`src/rtl/lrei_pkg.sv`:
```
`default_nettype none
package lrei_pkg;

  // rectangle side codes, also the order in which sides are tested
  typedef logic [1:0] side_t;
  localparam side_t SIDE_BOTTOM = 2'd0;
  localparam side_t SIDE_RIGHT  = 2'd1;
  localparam side_t SIDE_TOP    = 2'd2;
  localparam side_t SIDE_LEFT   = 2'd3;

  // configuration register indexes
  typedef logic [1:0] reg_idx_t;
  localparam reg_idx_t REG_LEFT   = 2'd0;
  localparam reg_idx_t REG_RIGHT  = 2'd1;
  localparam reg_idx_t REG_BOTTOM = 2'd2;
  localparam reg_idx_t REG_TOP    = 2'd3;

endpackage
`default_nettype wire

```
`src/rtl/lrei_div.sv`:
```
`default_nettype none
module lrei_div #(
  parameter int COORD_BITS = 12,
  parameter int FRAC_BITS  = 8
) (
  input  logic                                clk,
  input  logic                                rst_n,
  input  logic                                in_valid,
  output logic                                in_ready,
  input  logic                                in_found,
  input  lrei_pkg::side_t                     in_side,
  input  logic [COORD_BITS-1:0]               in_coord,
  input  logic [2*COORD_BITS-1:0]             in_num,
  input  logic [COORD_BITS-1:0]               in_den,
  output logic                                out_valid,
  input  logic                                out_ready,
  output logic                                out_found,
  output lrei_pkg::side_t                     out_side,
  output logic [COORD_BITS-1:0]               out_coord,
  output logic [COORD_BITS+FRAC_BITS-1:0]     out_quot
);
  localparam int C  = COORD_BITS;
  localparam int QW = COORD_BITS + FRAC_BITS;

  // one quotient bit per stage, msb first
  logic              v_r     [QW];
  logic              adv     [QW+1];
  logic              found_r [QW];
  lrei_pkg::side_t   side_r  [QW];
  logic [C-1:0]      coord_r [QW];
  logic [C-1:0]      den_r   [QW];
  logic [C-1:0]      rem_r   [QW];
  logic [QW-1:0]     quot_r  [QW];
  logic [QW-1:0]     dsh_r   [QW];

  always_comb begin
    adv[QW] = out_ready;
    for (int k = QW - 1; k >= 0; k--) begin
      adv[k] = !v_r[k] || adv[k+1];
    end
  end

  assign in_ready = adv[0];

  genvar k;
  generate
    for (k = 0; k < QW; k++) begin : g_step
      logic              v_src;
      logic              found_src;
      lrei_pkg::side_t   side_src;
      logic [C-1:0]      coord_src;
      logic [C-1:0]      den_src;
      logic [C-1:0]      rem_src;
      logic [QW-1:0]     quot_src;
      logic [QW-1:0]     dsh_src;
      logic [C:0]        rs;
      logic [C:0]        rd;
      logic              ge;

      if (k == 0) begin : g_first
        // upper dividend bits seed the remainder, lower bits shift in
        assign v_src     = in_valid;
        assign found_src = in_found;
        assign side_src  = in_side;
        assign coord_src = in_coord;
        assign den_src   = in_den;
        assign rem_src   = in_num[2*C-1:C];
        assign quot_src  = '0;
        assign dsh_src   = QW'(in_num[C-1:0]) << FRAC_BITS;
      end else begin : g_next
        assign v_src     = v_r[k-1];
        assign found_src = found_r[k-1];
        assign side_src  = side_r[k-1];
        assign coord_src = coord_r[k-1];
        assign den_src   = den_r[k-1];
        assign rem_src   = rem_r[k-1];
        assign quot_src  = quot_r[k-1];
        assign dsh_src   = dsh_r[k-1];
      end

      // restoring step
      always_comb begin
        rs = {rem_src, dsh_src[QW-1]};
        ge = (rs >= {1'b0, den_src});
        rd = ge ? (rs - {1'b0, den_src}) : rs;
      end

      always_ff @(posedge clk) begin
        if (!rst_n) begin
          v_r[k] <= 1'b0;
        end else if (adv[k]) begin
          v_r[k] <= v_src;
        end
      end

      always_ff @(posedge clk) begin
        if (adv[k]) begin
          found_r[k] <= found_src;
          side_r[k]  <= side_src;
          coord_r[k] <= coord_src;
          den_r[k]   <= den_src;
          rem_r[k]   <= rd[C-1:0];
          quot_r[k]  <= {quot_src[QW-2:0], ge};
          dsh_r[k]   <= dsh_src << 1;
        end
      end
    end
  endgenerate

  assign out_valid = v_r[QW-1];
  assign out_found = found_r[QW-1];
  assign out_side  = side_r[QW-1];
  assign out_coord = coord_r[QW-1];
  assign out_quot  = quot_r[QW-1];

endmodule
`default_nettype wire

```
`config.mk`:
```
export PLATFORM = sky130hd
export DESIGN_NAME = lrei_div
export DESIGN_NICKNAME = d
export VERILOG_FILES = /design/src/rtl/lrei_pkg.sv /design/src/rtl/lrei_div.sv
export SDC_FILE = /design/constraint.sdc
export NUM_CORES = 1
export LEC_CHECK = 0
export ABC_AREA = 1
export BUFFER_PORTS_ARGS = -buffer_cell sky130_fd_sc_hd__buf_2
export CAP_MARGIN = 20
export CORE_ASPECT_RATIO = 2
export CORE_MARGIN = 2
export CORE_UTILIZATION = 30
export DETAILED_ROUTE_END_ITERATION = 8
export PLACE_DENSITY = 0.46
export SYNTH_ARGS = -nofsm -noshare
export SYNTH_HDL_FRONTEND = slang
export SYNTH_SLANG_ARGS = --single-unit
```
`constraint.sdc`:
```
create_clock -name clk -period 16.96 [get_ports clk]
set_input_delay 0.848 -clock clk [delete_from_list [all_inputs] [get_ports clk]]
set_output_delay 0.848 -clock clk [all_outputs]
set_load 0.02 [all_outputs]
```
Yosys cells after proc, flatten, opt, wreduce, memory -nomap -nowiden:

Memory sizes are Yosys's and may differ from the RTL's.
Cells that the tools add are included.

* memories kept: 8
* bits in latches: 0
* input bits: 55
* RAM bits: 1580
* bits in registers: 0
* bits in read-only memories: 0
* output and inout port bits: 37
* word-level logic and storage cells: 229

Memories
* quot_r: depth 20, width 20, read ports 20, clocked after Yosys merged registers in 0, wr ports 20, RTL line lrei_div.sv:33 `logic [QW-1:0] quot_r [QW];`
* dsh_r: depth 20, width 19, read ports 19, clocked after Yosys merged registers in 0, wr ports 20, RTL line lrei_div.sv:34 `logic [QW-1:0] dsh_r [QW];`
* coord_r: depth 20, width 12, read ports 20, clocked after Yosys merged registers in 0, wr ports 20, RTL line lrei_div.sv:30 `logic [C-1:0] coord_r [QW];`
* den_r: depth 20, width 12, read ports 19, clocked after Yosys merged registers in 0, wr ports 20, RTL line lrei_div.sv:31 `logic [C-1:0] den_r [QW];`
* rem_r: depth 20, width 12, read ports 19, clocked after Yosys merged registers in 0, wr ports 20, RTL line lrei_div.sv:32 `logic [C-1:0] rem_r [QW];`
* side_r: depth 20, width 2, read ports 20, clocked after Yosys merged registers in 0, wr ports 20, RTL line lrei_div.sv:29 `lrei_pkg::side_t side_r [QW];`
* 2 more memories

* reduce and logical (&&, ||, !) cells: 40
* add/subtract/negate cells: 20
* $lt $le $gt $ge: 20
* multiplexer cells: 121
* shift operators: 0
* divide/modulo/power cells: 0
* multipliers: 0
* bitwise gates (word level): 20
* equality and inequality tests: 0

Operator list (count)
* greater-or-equal comparator 13 x 12 -> 1 bit: 20
* 2-to-1 mux 12 bit: 20
* subtractor 12 bit: 20
* 2-to-1 mux 1 bit: 101
* logical NOT 1 bit: 20
* logical OR 1 bit: 20
* OR 1 bit: 20

Longest topological paths before layout:

An unclocked memory read counts as a cell.

* depth in word-level cells: 26
* gate-level depth with buffers: 14
* depth with buffers taken out: 14

Least setup slack after synthesis:

No wires, ideal clock.

* path kind: input-to-output
* start: input out_ready
* end: output in_ready
* stages: 12
* data arrival time: 7213 ps
* path slack: 8899 ps
* data required time: 16112 ps
* buffers on the path: 0
* path through: inv_1 > nand4_4 > nor2_4 > nand4_4 > nor2_8 > nand4_4 > nor2_4 > nand4_2 > nor2_2 > nand4_2 > nor2_2 > inv_1

RTL lines
* from (decl): RTL line lrei_div.sv:16 `input logic out_ready,`
* to (decl): RTL line lrei_div.sv:9 `output logic in_ready,`

==> results.sh <==
export IMPL_cts_resized_gates=0
export IMPL_period_minus_slack_ns=6.69
export IMPL_drive_gt1_share_pct=8.79
export IMPL_ys_seq_area_share_pct=70.3
export IMPL_synth_cell_type_count=49
export IMPL_clock_path_buffers=3
export IMPL_vdd_ir_drop_worst_uv=83.1
export IMPL_cts_hold_buffers=0
export IMPL_grt_overflow=0
export IMPL_wl_um=96500
export IMPL_critPathCaptureType="output port"
export IMPL_first_pass_iters=5
export IMPL_p_per_area_mw_per_mm2=172
export IMPL_grt_pass1_vias=26905
export IMPL_cp_max_fo=59
export IMPL_die_w_um=278
export IMPL_routabilityCongestion=0.901
export IMPL_post_cts_buffers=0
export IMPL_avgSynthCellArea_um2=13.4
export IMPL_layout_setup_ws_ns=10.27
export IMPL_critPathLaunchType="register"
export IMPL_yosysWarnings=0
export IMPL_grt_max_degree=60
export IMPL_tns_ns=0
export IMPL_clock_latency_ns=0.71
export IMPL_pwr_share_comb_pct=29.9
export IMPL_numCtsBuffers=99
export IMPL_cp_data_required_time_ns=16.11
export IMPL_p_int_mw=5.92
export IMPL_skew_ns=0.0362
export IMPL_syn2layout_area_growth_pct=13.9
export IMPL_switching_share_pct=33.0
export IMPL_die_area_mm2=0.153
export IMPL_syn_inst=3359
export IMPL_setup_viol=0
export IMPL_io_pins=92
export IMPL_synthTopCellsByArea="edfxtp_1 70%, ha_1 6.7%, inv_1 3.7%"
export IMPL_rsz0062_at_grt="no"
export IMPL_clock_sinks=1052
export IMPL_ys_ff_latch=1052
export IMPL_p_clk_share_pct=25.8
export IMPL_cap_violations=0
export IMPL_p_sw_mw=2.91
export IMPL_synth_edf_count=1051
export IMPL_cpMostUsedCell="buf_4"
export IMPL_slew_headroom_pct=23.9
export IMPL_io_buffers=91
export IMPL_die_h_um=551
export IMPL_final_common_cell="edfxtp_1"
export IMPL_async_flop_share_pct=0
export IMPL_wl_per_cell_um=17.5
export IMPL_dp_cells=5340
export IMPL_crit_chain="nand4_4, buf_4, nor2_4, nand4_4, buf_4, nor2_8, nand4_4, buf_4, nor2_4, nand4_4, buf_4, nor2_2, nand4_4, buf_4, nor2_2, inv_2, buf_4, buf_2"
export IMPL_status="complete, no violations"
export IMPL_final_max_slew_viol_count=0
export IMPL_yosys_area_top_type_share_pct=70.2
export IMPL_htreeDepth=3
export IMPL_preCtsSetupSlack_ns=10.22
export IMPL_antenna_found_initial=2
export IMPL_num_rows=200
export IMPL_synth_nets=3672
export IMPL_core_area_mm2=0.149
export IMPL_fin_cells=5531
export IMPL_hold_viol=0
export IMPL_power_total_mw=8.82
export IMPL_fmax_mhz=149
export IMPL_min_path_type="in2reg"
export IMPL_p_leak_nw=20.4
export IMPL_max_stage_delay_ns=0.57
export IMPL_grt_total_usage_pct=12.8
export IMPL_worstPathArrival_ns=5.85
export IMPL_mostFrequentLayoutCells="1051 x edfxtp_1, 434 x inv_1, 404 x nand2_1"
export IMPL_clkSlewWorstSetupHoldPaths_ns=0.07
export IMPL_yosys_area_top_type="edfxtp_1"
export IMPL_ys_flop_type="edfxtp_1"
export IMPL_finalCritPeriodShare_pct=39.5
export IMPL_dp_hpwl_um=76400
export IMPL_cts_root_buf="clkbuf_16"
export IMPL_cts_tree="built"
export IMPL_route_vias_total=24751
export IMPL_crit_type="reg2out"
export IMPL_seqPwrFrac_pct=44.3
export IMPL_synth_area_mm2=0.0449
export IMPL_cp_slowest_cell="buf_4"
export IMPL_via_per_inst=4.47
export IMPL_drt_iter0_drc=883
export IMPL_antenna_left=0
export IMPL_drc=0
export IMPL_start_util_pct=30.2
export IMPL_nNetsFinal=3839
export IMPL_tightest_slew_ns=1.11
export IMPL_grt_pass1_wl_um=146000
-- synth_stat cells (2+ instances only) --
master,n
nand3_2,2
nand2_2,3
and3_1,4
nand3_1,83
ha_1,239
or2_2,3
o21a_1,7
a2111o_1,4
o311ai_1,7
fa_1,19
a21o_1,5
a211oi_1,10
nand4_4,3
xor2_1,82
nor2_2,2
nor2_1,268
nand4_1,31
buf_2,3
clkbuf_1,37
xnor2_1,91
o21ai_0,168
edfxtp_1,1051
nor4_1,13
o21ai_1,4
o311ai_2,3
a2111oi_0,9
buf_4,12
nand2_1,406
o31ai_1,3
nor2_4,4
o211ai_1,7
nand4_2,2
nand3b_1,9
a21oi_1,262
inv_1,442
nor3_1,22
a221oi_1,4
a31oi_1,24
-- cells by family after synthesis --
logic type / after synthesis / share of synthesized area, %
DFF: 1052 / 70.3
and+or+nand+nor: 859 / 8.22
AOI/OAI and AO/OA: 521 / 6.37
buffers and inverters: 496 / 4.25
adders and majority gates: 258 / 7.50
xor gates and xnor gates: 173 / 3.37
-- final timing paths --
kind | startpoint | endpoint | slack (ns) | cells after the start
setup reg to reg | v_r[4][1] | coord_r[0][1] | 11.72 | 17
hold / removal | in_num[10] | dsh_r[0][18] | 0.32 | 1
setup / recovery | v_r[4][1] | in_ready | 10.27 | 18
hold reg to reg | coord_r[0][45] | coord_r[1][9] | 0.40 | 0
-- per-stage QoR --
stage                     area [um2]  hold WS, ns  utilization [%]
final                          51200        0.322             34.4
after floorplan                44900        0.400                -
after global placement         47800        0.401             32.1
after detailed placement       47800        0.405             32.1
after global routing           51200        0.280             34.4
after CTS                      51100        0.252             34.4
-- sequential cells by signal (all words and copies together), names as in the netlist --
name,cells
found_r,20
v_r,20
quot_r,210
den_r,228
side_r,40
rem_r,228
dsh_r,66
coord_r,240
-- power by group through the flow --
stage | clock network [mW] | logic (mW) | registers (mW)
floorplan | 0 | 1.86 | 3.89
global placement | 0 | 2.64 | 3.96
detailed placement | 0 | 2.67 | 3.97
CTS | 2.36 | 2.68 | 3.92
global route | 2.44 | 2.96 | 3.97
finish | 2.28 | 2.64 | 3.91
-- final cells by class --
| cell class | instances | area [um2] |
|---|---|---|
| clock buffer | 110 | 2540 |
| sequential | 1052 | 31600 |
| timing repair buffer | 119 | 716 |
| multi-input combinational | 1811 | 11500 |
| fill | 14735 | 97500 |
| antenna | 5 | 12.5 |
| tap | 1919 | 2400 |
| clock inverter | 72 | 782 |
| inverter | 443 | 1660 |
-- per-layer routing --
layer	global-route usage [%]	wire length [um]	vias up	part of all wire, %
li1	-	-	12230	-
met1	7.37	22600	11826	23
met2	30.1	63500	417	66
met3	1.80	2550	278	2.6
met4	10.2	7960	0	8.3
met5	0	0	-	0
-- worst max-delay path: cells and delay by family, from the launching register on --
family | cells | cell delay [ns]
AND/OR/NAND/NOR | 10 | 0.99
flip-flops | 1 | 0.45
buffers and inverters | 8 | 3.63
No activity file was read; power rests on OpenSTA's default activity.
